### config.mk
export PLATFORM = sky130hd
export DESIGN_NAME = ups_power_path_controller
export DESIGN_NICKNAME = d
export VERILOG_FILES = /design/src/design/uppc_pkg.sv /design/src/design/uppc_rules.sv /design/src/design/ups_power_path_controller.sv
export SDC_FILE = /design/constraint.sdc
export NUM_CORES = 1
export LEC_CHECK = 0
export ABC_AREA = 1
export BUFFER_PORTS_ARGS = -buffer_cell sky130_fd_sc_hd__clkbuf_2
export CORE_MARGIN = 3
export CORE_UTILIZATION = 62
export CTS_CLUSTER_DIAMETER = 80
export CTS_CLUSTER_SIZE = 25
export DETAILED_ROUTE_END_ITERATION = 10
export GPL_ROUTABILITY_DRIVEN = 0
export GPL_TIMING_DRIVEN = 1
export HOLD_SLACK_MARGIN = 0.15
export PLACE_DENSITY = 0.85
export REMOVE_ABC_BUFFERS = 1
export SLEW_MARGIN = 25
export SYNTH_ARGS = -nofsm -noshare
export SYNTH_HDL_FRONTEND = slang
export SYNTH_HIERARCHICAL = 1
export SYNTH_SLANG_ARGS = --single-unit
### constraint.sdc
create_clock -name aclk -period 6 [get_ports aclk]
set_input_delay 0.3 -clock aclk [delete_from_list [all_inputs] [get_ports aclk]]
set_output_delay 0.3 -clock aclk [all_outputs]
set_load 0.05 [all_outputs]
### src/design/uppc_pkg.sv
// Shared types, register map and reset constants for the UPS power-path controller.
package uppc_pkg;

    // Width of every ADC sample and every voltage threshold.
    localparam int SAMPLE_BITS = 10;
    localparam int BEEP_BITS   = 6;
    localparam int BLINK_BITS  = 8;
    localparam int DRIVE_BITS  = 6;

    // APB register map: register index sits at paddr[4:2].
    localparam int PADDR_BITS  = 5;
    localparam int PDATA_BITS  = 32;
    localparam int REG_IDX_BITS = 3;

    localparam logic [REG_IDX_BITS-1:0] REG_OVP_LEVEL    = 3'd0;
    localparam logic [REG_IDX_BITS-1:0] REG_EXT_HIGH     = 3'd1;
    localparam logic [REG_IDX_BITS-1:0] REG_EXT_LOW      = 3'd2;
    localparam logic [REG_IDX_BITS-1:0] REG_BAT_HIGH     = 3'd3;
    localparam logic [REG_IDX_BITS-1:0] REG_BAT_LOW      = 3'd4;
    localparam logic [REG_IDX_BITS-1:0] REG_BEEP_LENGTH  = 3'd5;

    // Reset values of the thresholds and the beep length.
    localparam logic [SAMPLE_BITS-1:0] RST_OVP_LEVEL    = SAMPLE_BITS'(900);
    localparam logic [SAMPLE_BITS-1:0] RST_EXT_HIGH     = SAMPLE_BITS'(820);
    localparam logic [SAMPLE_BITS-1:0] RST_EXT_LOW      = SAMPLE_BITS'(755);
    localparam logic [SAMPLE_BITS-1:0] RST_BAT_HIGH     = SAMPLE_BITS'(755);
    localparam logic [SAMPLE_BITS-1:0] RST_BAT_LOW      = SAMPLE_BITS'(692);
    localparam logic [BEEP_BITS-1:0]   RST_BEEP_LENGTH  = BEEP_BITS'(50);

    // Over-voltage blink counter limits.
    localparam logic [BLINK_BITS-1:0] BLINK_ON_START = BLINK_BITS'(1);
    localparam logic [BLINK_BITS-1:0] BLINK_OFF_FROM = BLINK_BITS'(100);
    localparam logic [BLINK_BITS-1:0] BLINK_WRAP     = BLINK_BITS'(200);

    // Bit positions in the drive latch.
    localparam int D_EXT   = 0;
    localparam int D_BAT   = 1;
    localparam int D_GREEN = 2;
    localparam int D_RED   = 3;
    localparam int D_BLUE  = 4;
    localparam int D_BUZZ  = 5;

    typedef struct packed {
        logic [SAMPLE_BITS-1:0] ext_sample;
        logic [SAMPLE_BITS-1:0] bat_sample;
        logic [SAMPLE_BITS-1:0] bat_recheck;
    } in_item_t;

    typedef struct packed {
        logic ext_relay;
        logic bat_relay;
        logic green_lamp;
        logic red_led;
        logic blue_lamp;
        logic buzzer_on;
        logic unmount_request;
        logic shutdown_request;
        logic ovp_flag;
    } out_item_t;

    typedef struct packed {
        logic [SAMPLE_BITS-1:0] ovp_level;
        logic [SAMPLE_BITS-1:0] ext_high_level;
        logic [SAMPLE_BITS-1:0] ext_low_level;
        logic [SAMPLE_BITS-1:0] bat_high_level;
        logic [SAMPLE_BITS-1:0] bat_low_level;
        logic [BEEP_BITS-1:0]   beep_length;
    } cfg_t;

    typedef struct packed {
        logic                  armed;
        logic [BLINK_BITS-1:0] ovp_blink_count;
        logic [BEEP_BITS-1:0]  beep_countdown;
        logic                  beep_done;
        logic [DRIVE_BITS-1:0] drive_latch;
    } ctrl_state_t;

    // Set the five relay and LED drives, keeping the buzzer as it is.
    function automatic logic [DRIVE_BITS-1:0] drive5(
        input logic [DRIVE_BITS-1:0] d,
        input logic e,
        input logic b,
        input logic g,
        input logic r,
        input logic bl
    );
        return {d[D_BUZZ], bl, r, g, b, e};
    endfunction

endpackage

### src/design/uppc_rules.sv
// Rule evaluation for one control tick: next controller state and the result item.
module uppc_rules (
    input  uppc_pkg::in_item_t    item,
    input  uppc_pkg::cfg_t        cfg,
    input  uppc_pkg::ctrl_state_t cur,
    output uppc_pkg::ctrl_state_t nxt,
    output uppc_pkg::out_item_t   result
);

    logic bhi, bmid, blo, ehi, elo, emid, ovp;
    logic                            armed;
    logic                            shut;
    logic                            done;
    logic [uppc_pkg::BLINK_BITS-1:0] blink;
    logic [uppc_pkg::BEEP_BITS-1:0]  cnt;
    logic [uppc_pkg::DRIVE_BITS-1:0] d;

    // Band decode of the battery and external samples; equal values match no band.
    assign bhi  = item.bat_sample > cfg.bat_high_level;
    assign bmid = (item.bat_sample > cfg.bat_low_level) &&
                  (item.bat_sample < cfg.bat_high_level);
    assign blo  = item.bat_sample < cfg.bat_low_level;
    assign ehi  = item.ext_sample > cfg.ext_high_level;
    assign elo  = item.ext_sample < cfg.ext_low_level;
    assign emid = (item.ext_sample > cfg.ext_low_level) &&
                  (item.ext_sample < cfg.ext_high_level);
    assign ovp  = item.ext_sample > cfg.ovp_level;

    // Rule groups in priority order; later groups overwrite earlier drives.
    always_comb begin
        armed = cur.armed;
        blink = cur.ovp_blink_count;
        cnt   = cur.beep_countdown;
        done  = cur.beep_done;
        d     = cur.drive_latch;
        shut  = 1'b0;

        // Over-voltage cutoff and green blink.
        if (ovp) begin
            d[uppc_pkg::D_EXT] = 1'b0;
            blink = blink + uppc_pkg::BLINK_BITS'(1);
            if (blink > uppc_pkg::BLINK_ON_START && blink < uppc_pkg::BLINK_OFF_FROM) begin
                d[uppc_pkg::D_GREEN] = 1'b1;
            end else if (blink >= uppc_pkg::BLINK_OFF_FROM) begin
                d[uppc_pkg::D_GREEN] = 1'b0;
            end
        end
        if (blink == uppc_pkg::BLINK_WRAP) begin
            blink = '0;
        end

        // External high or over-voltage.
        if (ehi && bhi && !ovp) begin
            armed = 1'b1;
            d = uppc_pkg::drive5(d, 1'b1, 1'b1, 1'b1, 1'b0, 1'b0);
        end else if (ehi && bmid && !ovp) begin
            armed = 1'b1;
            d = uppc_pkg::drive5(d, 1'b1, 1'b1, 1'b1, 1'b0, 1'b1);
        end else if (ehi && blo && !ovp) begin
            armed = 1'b1;
            d = uppc_pkg::drive5(d, 1'b1, 1'b0, 1'b1, 1'b1, 1'b0);
        end else if (bhi && ovp) begin
            armed = 1'b1;
            d[uppc_pkg::D_BAT]  = 1'b1;
            d[uppc_pkg::D_RED]  = 1'b0;
            d[uppc_pkg::D_BLUE] = 1'b0;
        end else if (bmid && ovp) begin
            armed = 1'b1;
            d[uppc_pkg::D_BAT]  = 1'b1;
            d[uppc_pkg::D_RED]  = 1'b0;
            d[uppc_pkg::D_BLUE] = 1'b1;
        end else if (blo && ovp) begin
            d[uppc_pkg::D_RED]  = 1'b1;
            d[uppc_pkg::D_BLUE] = 1'b0;
            if (armed) begin
                d     = '0;
                armed = 1'b0;
                shut  = 1'b1;
            end
        end

        // External mid band.
        if (emid && (bhi || bmid)) begin
            armed = 1'b1;
            d = uppc_pkg::drive5(d, 1'b1, 1'b1, 1'b1, 1'b0, 1'b1);
        end else if (emid && blo) begin
            armed = 1'b1;
            d = uppc_pkg::drive5(d, 1'b1, 1'b0, 1'b1, 1'b1, 1'b0);
        end

        // External low while disarmed.
        if (elo && !armed) begin
            if (bhi) begin
                armed = 1'b1;
                d = uppc_pkg::drive5(d, 1'b0, 1'b1, 1'b0, 1'b1, 1'b1);
            end else if (bmid) begin
                d = uppc_pkg::drive5(d, 1'b0, 1'b0, 1'b0, 1'b1, 1'b0);
            end else if (blo) begin
                d = uppc_pkg::drive5(d, 1'b0, 1'b0, 1'b0, 1'b0, 1'b0);
            end
        end

        // One-shot mains-loss beep.
        if (elo && (item.bat_sample > cfg.bat_low_level) && !done) begin
            if (cnt == cfg.beep_length) begin
                d[uppc_pkg::D_BUZZ] = 1'b1;
            end
            if (cnt == '0) begin
                d[uppc_pkg::D_BUZZ] = 1'b0;
                cnt  = cfg.beep_length;
                done = 1'b1;
            end else begin
                cnt = cnt - uppc_pkg::BEEP_BITS'(1);
            end
        end else if (ehi) begin
            done = 1'b0;
            d[uppc_pkg::D_BUZZ] = 1'b0;
        end

        // External low while armed; a confirmed low battery shuts down.
        if (elo && armed) begin
            if (bhi) begin
                d = uppc_pkg::drive5(d, 1'b0, 1'b1, 1'b0, 1'b1, 1'b1);
            end else if (bmid) begin
                d = uppc_pkg::drive5(d, 1'b0, 1'b1, 1'b0, 1'b1, 1'b0);
            end else if (blo) begin
                if (item.bat_recheck < cfg.bat_low_level) begin
                    d     = '0;
                    armed = 1'b0;
                    shut  = 1'b1;
                end
            end
        end
    end

    // Pack the next state and the result item.
    always_comb begin
        nxt.armed           = armed;
        nxt.ovp_blink_count = blink;
        nxt.beep_countdown  = cnt;
        nxt.beep_done       = done;
        nxt.drive_latch     = d;

        result.ext_relay        = d[uppc_pkg::D_EXT];
        result.bat_relay        = d[uppc_pkg::D_BAT];
        result.green_lamp       = d[uppc_pkg::D_GREEN];
        result.red_led          = d[uppc_pkg::D_RED];
        result.blue_lamp        = d[uppc_pkg::D_BLUE];
        result.buzzer_on        = d[uppc_pkg::D_BUZZ];
        result.unmount_request  = elo || ovp;
        result.shutdown_request = shut;
        result.ovp_flag         = ovp;
    end

endmodule

### src/design/ups_power_path_controller.sv
// Top level of the UPS power-path controller: APB registers, state and item handshake.
//
//   Channel   Direction  Handshake                 Payload
//   s_        in         s_valid / s_ready         s_data  (ADC samples of one tick)
//   m_        out        m_valid / m_ready         m_data  (drives and requests)
//   APB       in/out     psel, penable, pready     paddr, pwdata, prdata
//
// One item is accepted per cycle; its result is written to the output register at
// the accepting edge and offered on m_ in the following cycle. The rule logic and
// state update sit in one combinational pass between the accepted payload and the
// result register. s_ready stays high while the result register is empty or being
// taken, and drops while a held result waits on m_ready. aresetn resets the
// controller state and m_valid and reloads the default thresholds.
module ups_power_path_controller (
    input  logic                                 aclk,
    input  logic                                 aresetn,

    input  logic                                 s_valid,
    output logic                                 s_ready,
    input  uppc_pkg::in_item_t                   s_data,

    output logic                                 m_valid,
    input  logic                                 m_ready,
    output uppc_pkg::out_item_t                  m_data,

    input  logic                                 psel,
    input  logic                                 penable,
    input  logic                                 pwrite,
    input  logic [uppc_pkg::PADDR_BITS-1:0]      paddr,
    input  logic [uppc_pkg::PDATA_BITS-1:0]      pwdata,
    output logic [uppc_pkg::PDATA_BITS-1:0]      prdata,
    output logic                                 pready
);

    uppc_pkg::cfg_t        cfg_reg;
    uppc_pkg::ctrl_state_t state_reg;
    uppc_pkg::ctrl_state_t state_next;
    uppc_pkg::out_item_t   result_next;
    uppc_pkg::out_item_t   out_reg;
    logic                  out_valid_reg;
    logic                  accept;
    logic                  cfg_write;
    logic [uppc_pkg::REG_IDX_BITS-1:0] reg_idx;

    assign accept    = s_valid && s_ready;
    assign s_ready   = !out_valid_reg || m_ready;
    assign m_valid   = out_valid_reg;
    assign m_data    = out_reg;
    assign pready    = 1'b1;
    assign reg_idx   = paddr[uppc_pkg::PADDR_BITS-1:2];
    assign cfg_write = psel && penable && pwrite;

    // Rule evaluation for the item being accepted.
    uppc_rules u_rules (
        .item   (s_data),
        .cfg    (cfg_reg),
        .cur    (state_reg),
        .nxt    (state_next),
        .result (result_next)
    );

    // Configuration registers.
    always_ff @(posedge aclk) begin
        if (!aresetn) begin
            cfg_reg.ovp_level      <= uppc_pkg::RST_OVP_LEVEL;
            cfg_reg.ext_high_level <= uppc_pkg::RST_EXT_HIGH;
            cfg_reg.ext_low_level  <= uppc_pkg::RST_EXT_LOW;
            cfg_reg.bat_high_level <= uppc_pkg::RST_BAT_HIGH;
            cfg_reg.bat_low_level  <= uppc_pkg::RST_BAT_LOW;
            cfg_reg.beep_length    <= uppc_pkg::RST_BEEP_LENGTH;
        end else if (cfg_write) begin
            case (reg_idx)
                uppc_pkg::REG_OVP_LEVEL: begin
                    cfg_reg.ovp_level <= pwdata[uppc_pkg::SAMPLE_BITS-1:0];
                end
                uppc_pkg::REG_EXT_HIGH: begin
                    cfg_reg.ext_high_level <= pwdata[uppc_pkg::SAMPLE_BITS-1:0];
                end
                uppc_pkg::REG_EXT_LOW: begin
                    cfg_reg.ext_low_level <= pwdata[uppc_pkg::SAMPLE_BITS-1:0];
                end
                uppc_pkg::REG_BAT_HIGH: begin
                    cfg_reg.bat_high_level <= pwdata[uppc_pkg::SAMPLE_BITS-1:0];
                end
                uppc_pkg::REG_BAT_LOW: begin
                    cfg_reg.bat_low_level <= pwdata[uppc_pkg::SAMPLE_BITS-1:0];
                end
                uppc_pkg::REG_BEEP_LENGTH: begin
                    cfg_reg.beep_length <= pwdata[uppc_pkg::BEEP_BITS-1:0];
                end
                default: begin
                end
            endcase
        end
    end

    // Register read-back.
    always_comb begin
        case (reg_idx)
            uppc_pkg::REG_OVP_LEVEL:   prdata = uppc_pkg::PDATA_BITS'(cfg_reg.ovp_level);
            uppc_pkg::REG_EXT_HIGH:    prdata = uppc_pkg::PDATA_BITS'(cfg_reg.ext_high_level);
            uppc_pkg::REG_EXT_LOW:     prdata = uppc_pkg::PDATA_BITS'(cfg_reg.ext_low_level);
            uppc_pkg::REG_BAT_HIGH:    prdata = uppc_pkg::PDATA_BITS'(cfg_reg.bat_high_level);
            uppc_pkg::REG_BAT_LOW:     prdata = uppc_pkg::PDATA_BITS'(cfg_reg.bat_low_level);
            uppc_pkg::REG_BEEP_LENGTH: prdata = uppc_pkg::PDATA_BITS'(cfg_reg.beep_length);
            default:                   prdata = '0;
        endcase
    end

    // Controller state advances once per accepted item.
    always_ff @(posedge aclk) begin
        if (!aresetn) begin
            state_reg.armed           <= 1'b0;
            state_reg.ovp_blink_count <= '0;
            state_reg.beep_countdown  <= uppc_pkg::RST_BEEP_LENGTH;
            state_reg.beep_done       <= 1'b0;
            state_reg.drive_latch     <= '0;
        end else if (accept) begin
            state_reg <= state_next;
        end
    end

    // Result register and its valid flag.
    always_ff @(posedge aclk) begin
        if (!aresetn) begin
            out_valid_reg <= 1'b0;
        end else if (accept) begin
            out_valid_reg <= 1'b1;
        end else if (m_ready) begin
            out_valid_reg <= 1'b0;
        end
    end

    always_ff @(posedge aclk) begin
        if (accept) begin
            out_reg <= result_next;
        end
    end

endmodule

After elaboration in Yosys (flattened, before gate mapping)
Index checks and enable logic that the tools add are counted.

Register bits after elaboration: 88. Bits of input ports: 74. Output and inout port bits: 44. Word-level logic and storage cells: 154.

Add/subtract/negate cells: 2. Order comparisons: 13. Eq/ne operators: 8. Mux-type cells: 70. Reduce and logical (&&, ||, !) cells: 40.

Operators with widths (count): $mux 6 (11); $pmux 10 s6 (1); $gt 10x10->1 (5); $lt 10x10->1 (5); $mux 1 (48); $mux 5 (6); $logic_and 1x1->1 (21); $mux 8 (2); $reduce_and 2->1 (7); $add 8x1->8 const B (1); $eq 8x8->1 const B (1); $ge 8x7->1 const B (1); $gt 8x1->1 const B (1); $lt 8x7->1 const B (1); $eq 3x2->1 const B (2); $eq 3x3->1 const B (2); $eq 6x6->1 (1); $logic_not 6->1 (1); $sub 6x1->6 const B (1); $logic_not 1->1 (4); $mux 2 (2); $reduce_bool 2->1 (2); $eq 3x1->1 const B (1); $logic_not 3->1 (1); other kinds (3) (5).

Depth between registers and ports, before layout
Gate-level depths: netlist of the first run.

Depth in word-level cells: 23. Depth in mapped cells: 23. Depth with buffers taken out: 23.

Hierarchy
The synthesis of the first run kept the hierarchy.

By module, submodules not included: ups_power_path_controller (instances 1, cells an instance 563, area each 4016.4 sq um, sequential area each 1851.8 sq um); uppc_rules (instances 1, cells an instance 524, area each 2989.1 sq um, sequential area each 0.0 sq um).

Least setup slack after synthesis of the first run
Ideal clock, no wire load.

Kind: reg-to-reg. Start: reg cfg_reg[15] (netlist bit). End: reg out_reg (netlist bit m_data[5]) (data pin). Library setup time: 251 ps. Arrival time: 2029 ps. Required time: 5749 ps. Path slack: 3720 ps. Stages on the path, launching flop included: 18. Buffers on the path: 1. Path through: dfxtp_1 > inv_1 > ha_1 > nand2_2 > inv_2 > a21oi_2 > nand2_2 > nor2_4 > nand3_2 > nand2_1 > nand3_2 > nor2_4 > nand2_2 > nand2_4 > inv_2 > nand2_1 > nand2_1 > buf_4.

RTL lines: from (decl) (RTL line ups_power_path_controller.sv:35) `uppc_pkg::cfg_t cfg_reg;`; to (signal assigned) (RTL line ups_power_path_controller.sv:136) `out_reg <= result_next;`; to (decl) (RTL line ups_power_path_controller.sv:39) `uppc_pkg::out_item_t out_reg;`.

==> metrics.csv, run 1 <==
metric,value,unit
worst_slew_pin_slew,0.9250,ns
row_count,38,
die-area,12610,sq um
die_h,112.3,microns
min_period,2.804,ns
netlist.area_leader.share,22.58,%
met2WireLength,8.053,mm
clock_path_buffers,2,
ys_seq_elements,88,
antenna_found_initial,0,
grt.total_usage,27.62,%
ys.warnings.count,6,
holdBufCountCts,0,
clk_pin_slew,0.06,ns
core_area,10940,sq um
synth_area_leaders,"dfxtp_1 23%, nand2_1 16%, ha_1 11%",
clock_sinks,88,
netlist_instances,1087,
cts_root_buffer,clkbuf_16,
ys_seq_area_share,26.43,%
slew_headroom,37.95,%
hold_violations,0,
fmax,356.6,MHz
rsz0062_at_grt,no,
grt_pass1_wl,28.51,mm
maxSlewViolCount,0,
drive_above_1_share,12.37,%
fill_cells,984,
wl_per_cell,13.56,microns
cts_resized,0,
worstSetupEndpointType,register,
ant_nets,0,
initial_core_util,64.06,%
numPortBuffers,70,
clock_latency,0.35,ns
insertedDiodeCount,0,
leakagePower,4.171,nW
synthDistinctLibCells,43,
synth_largest_area_cell,dfxtp_1,
die_width,112.3,microns
critical_path_class,reg -> reg,
drtIter0Drc,606,
finalNetCount,1264,
grt-ovfl-total,0,
htree_levels,3,
finalWorstSetupSlack,3.196,ns
vdd.ir_drop.worst,0.0002335,V
min_period_over_period,46.74,%
route.layer.met1.wl,7.531,mm
finalSetupViolations,0,
cts_tree,done,
maxCapViolations,0,
grt_pass1_vias,6034,
largest_register_ff_count,56,
top_layer,met4,
route.met3.wl,1.192,mm
syn_to_final_growth,6.930,%
syn_area,7005,sq um
p_total,1.628,mW
status,"finished, final reports clean",
worstPathRequired,6.23,ns
hpwl,13.09,mm
route.final.wire_length,17.24,mm
syn_area_per_cell,6.445,sq um
viasPerCell,5.343,
hp-class,in -> reg,
setup_tns,0,ns
via_count,6796,
start_kind,register,
fin_util,68.50,%
post-cts-setup-buffers,0,
pwr_density_cell,217.4,nW/um^2
grt_max_degree,80,
fin_skew,0.005087,ns
cp_max_fo,6,
place_ws,3.268,ns
drc,0,
io_pins,118,
tritoncts.num_buffers,9,
critical_path_arrival,3.04,ns
drtPass1Iterations,7,
## where the power goes
group / switching, mW / internal [mW]
logic: 0.306 / 0.119
clock network: 0.236 / 0.323
registers: 0.0200 / 0.625
## cells in the mapped netlist, drive strengths merged
cell type  number
nand2         315
nor2          172
inv           157
nand3          96
dfxtp          79
ha             63
buf            56
o21ai          41
nand4          33
a21oi          20
edfxtp          9
clkbuf          7
xnor2           5
xor2            5
a21boi          4
o211ai          4
nor3            3
o21bai          3
a21o            2
a31oi           2
conb            2
nor4            2
o22ai           2
a221oi          1
and2            1
o2111ai         1
o221ai          1
o41ai           1
## final cells by class
class / count / area (sq um) / share of cell area (%)
multi-input cells: 800 / 4227 / 56.42
flip-flops and latches: 88 / 1852 / 24.72
inverters: 157 / 589.3 / 7.867
repair buffers: 71 / 357.8 / 4.777
clock buffers: 11 / 232.7 / 3.107
well taps: 140 / 175.2 / 2.338
clock inverters: 5 / 57.56 / 0.7683
## critical path, cell delays in order, from the launching register on
cell	delay, ns
dfxtp_1	0.36
inv_1	0.05
ha_1	0.29
nand2_1	0.11
a21oi_1	0.05
nor2_1	0.15
nand3_2	0.24
nand3_1	0.29
nor2_1	0.11
nor2_1	0.17
nand2_2	0.09
nor2_4	0.16
nand2_2	0.10
nand2_4	0.08
inv_2	0.05
nand2_1	0.07
nand2_1	0.07
o21ai_0	0.20
nor2_1	0.06
## cell families after synthesis
logic type	after synthesis	share of synthesized area [%]
adders and majority gates	63	11.25
DFF	88	26.43
xor gates and xnor gates	10	1.250
and+or+nand+nor	622	39.61
buffers and inverters	220	14.36
AOI/OAI and AO/OA	82	6.983
other	2	0.1072
## worst paths after layout
| kind | cells past startpoint | to | slack [ns] | start |
|---|---|---|---|---|
| setup / recovery | 18 | state_reg[3] | 3.20 | cfg_reg[35] |
| hold / removal | 3 | cfg_reg[44] | 0.21 | pwdata[8] |
| setup reg to reg | 18 | state_reg[3] | 3.20 | cfg_reg[35] |
| hold reg to reg | 2 | state_reg[8] | 0.47 | state_reg[8] |
## through the flow
| stage | cells | hold slack [ns] | area [sq um] |
|---|---|---|---|
| 2_1_floorplan | 1045 | 0.3841 | 6668 |
| 3_3_place_gp | 1256 | 0.4533 | 7201 |
| 3_5_place_dp | 1256 | 0.4615 | 7201 |
| 4_1_cts | 1272 | 0.1956 | 7491 |
| 5_1_grt | 1272 | 0.2163 | 7491 |
| 6_report | 1272 | 0.2081 | 7491 |
## cells in the final DEF (no fill, tap or decap), types with 7 or more instances in the layout
cell	Yosys	routed
nand3_1	84	84
o21ai_0	36	36
dfxtp_1	79	79
inv_2	7	7
nand2_1	302	302
ha_1	63	63
nor2_1	155	155
clkbuf_16	0	9
nand3_2	10	10
nand2_2	9	9
nor2_4	10	10
inv_1	150	149
nand4_1	32	32
nor2_2	7	7
clkbuf_2	0	70
conb_1	2	23
a21oi_1	17	17
edfxtp_1	9	9
## layer usage
| metal | GRT usage (%) | vias up |
|---|---|---|
| met5 | 0 | - |
| met4 | 9.375 | 0 |
| met3 | 5.768 | 35 |
| met2 | 45.65 | 251 |
| met1 | 36.02 | 3038 |
| li1 | - | 3472 |
(Power assumes the default switching activity.)
==> inputs of run 2 (changes only) <==
- CORE_UTILIZATION: 62 -> 58
- PLACE_DENSITY: 0.85 -> 0.8
- clock period: 6 -> 2.6 ns (I/O delays scaled with it)
==> run 2 against run 1 <==
- clock-buffer cell count grew 3
- core utilization rose by 2.3 points
- routed wire length increased by 7.9%
- sequential power rose by 130%
- fmax is 11% higher
- critical path depth did not move
- via count rose by 4.0%
- first-iteration DRC count rose by 10%
- largest cell class unchanged
==> metrics.csv, run 2 (synthesized netlist as in run 1, its figures left out) <==
metric,value,unit
hold_violations,0,
die_width,115.9,microns
numPortBuffers,70,
grt-ovfl-total,0,
route.final.wire_length,18.61,mm
clock_sinks,88,
die_h,115.9,microns
viasPerCell,5.349,
cp_max_fo,6,
antenna_found_initial,0,
finalSetupViolations,0,
worstPathRequired,2.88,ns
via_count,7066,
grt_pass1_vias,5872,
maxCapViolations,0,
hp-class,in -> reg,
die-area,13430,sq um
initial_core_util,60.32,%
leakagePower,4.416,nW
syn_to_final_growth,17.31,%
wl_per_cell,14.08,microns
worstSetupEndpointType,register,
drtPass1Iterations,6,
start_kind,register,
fin_skew,0.01161,ns
fmax,396.5,MHz
seq_area,1878,sq um
cts_root_buffer,clkbuf_16,
place_ws,0.01824,ns
grt_max_degree,33,
cts_tree,done,
maxSlewViolCount,0,
worst_slew_pin_slew,0.8545,ns
slew_headroom,42.97,%
vdd.ir_drop.worst,0.0003036,V
fill_cells,959,
drtIter0Drc,668,
drive_above_1_share,20.12,%
tritoncts.num_buffers,9,
min_period_over_period,97.01,%
finalNetCount,1310,
ant_nets,0,
insertedDiodeCount,0,
grt_pass1_wl,28.06,mm
htree_levels,3,
clock_path_buffers,2,
drc,0,
largest_register_ff_count,56,
hold_ws,0.1806,ns
critical_path_arrival,2.80,ns
finalWorstSetupSlack,0.07772,ns
hpwl,13.28,mm
final_cell_mix,"291 x nand2_1, 147 x inv_1, 147 x nor2_1",
clk_pin_slew,0.07,ns
row_count,39,
multi_input_area,4544,sq um
fin_util,70.76,%
status,"finished, final reports clean",
pwr_density_cell,480.9,nW/um^2
final_common_cell,nand2_1,
core_area,11610,sq um
min_period,2.522,ns
io_pins,118,
critical_path_class,reg -> reg,
grt.total_usage,26.23,%
clock_latency,0.35,ns
run 2: routing by layer:
layer / share of wire, % / vias up / GRT usage (%)
li1: - / 3569 / -
met1: 44 / 3199 / 34.95
met2: 48 / 280 / 43.77
met3: 7.2 / 18 / 5.065
met4: 1.4 / 0 / 6.651
met5: 0 / - / 0
run 2: through the flow:
| step | setup TNS (ns) | area, sq um | power (mW) | instances |
|---|---|---|---|---|
| 2_1_floorplan | 0 | 6668 | 2.218 | 1045 |
| 3_3_place_gp | 0 | 7362 | 2.491 | 1280 |
| 3_5_place_dp | 0 | 7362 | 2.503 | 1280 |
| 4_1_cts | -0.008140 | 7757 | 3.866 | 1305 |
| 5_1_grt | -0.2361 | 8218 | 4.135 | 1321 |
| 6_report | 0 | 8218 | 3.952 | 1321 |
run 2: path summary, 6_finish.rpt:
check	startpoint	endpoint	slack (ns)	cells after the start
max	cfg_reg[55]	state_reg[4]	0.08	18
min	pwdata[4]	cfg_reg[10]	0.18	3
max reg2reg	cfg_reg[55]	state_reg[4]	0.08	18
min reg2reg	cfg_reg[40]	cfg_reg[40]	0.47	2
run 2: timing repair:
action,CTS,global route
endpoints found under the hold margin,26,0
setup endpoints to repair,3,17
setup buffers,0,15
hold buffers,9,0
pin swaps,0,31
gates resized for setup,1,86
cloned,0,1
run 2: area by class of cell:
class	instances	share of cell area, %
Multi-Input combinational cell	801	55.30
Clock inverter	2	0.4568
Timing Repair Buffer	116	8.785
Inverter	157	7.202
Sequential cell	88	22.85
Clock buffer	14	3.228
Tap cell	143	2.177
run 2: worst max-delay path, stage by stage, from the launching register on:
cell     delay [ns]
dfxtp_2        0.34
inv_1          0.04
ha_1           0.29
a21o_1         0.21
nor2_4         0.14
nand3_4        0.16
nand2_4        0.15
nor2_1         0.07
nor2_1         0.15
nand2_2        0.08
nor2_4         0.17
nand2_2        0.10
nand2_4        0.08
inv_2          0.05
nand2_1        0.06
nand2_1        0.05
nand2_1        0.08
o21ai_1        0.08
nor2_1         0.13
run 2: report_power, final:
part	leakage (nW)	switching, mW	internal [mW]
Combinational	3.54	0.758	0.348
Sequential	0.730	0.0455	1.44
Clock	0.142	0.551	0.806
Total	4.42	1.35	2.60
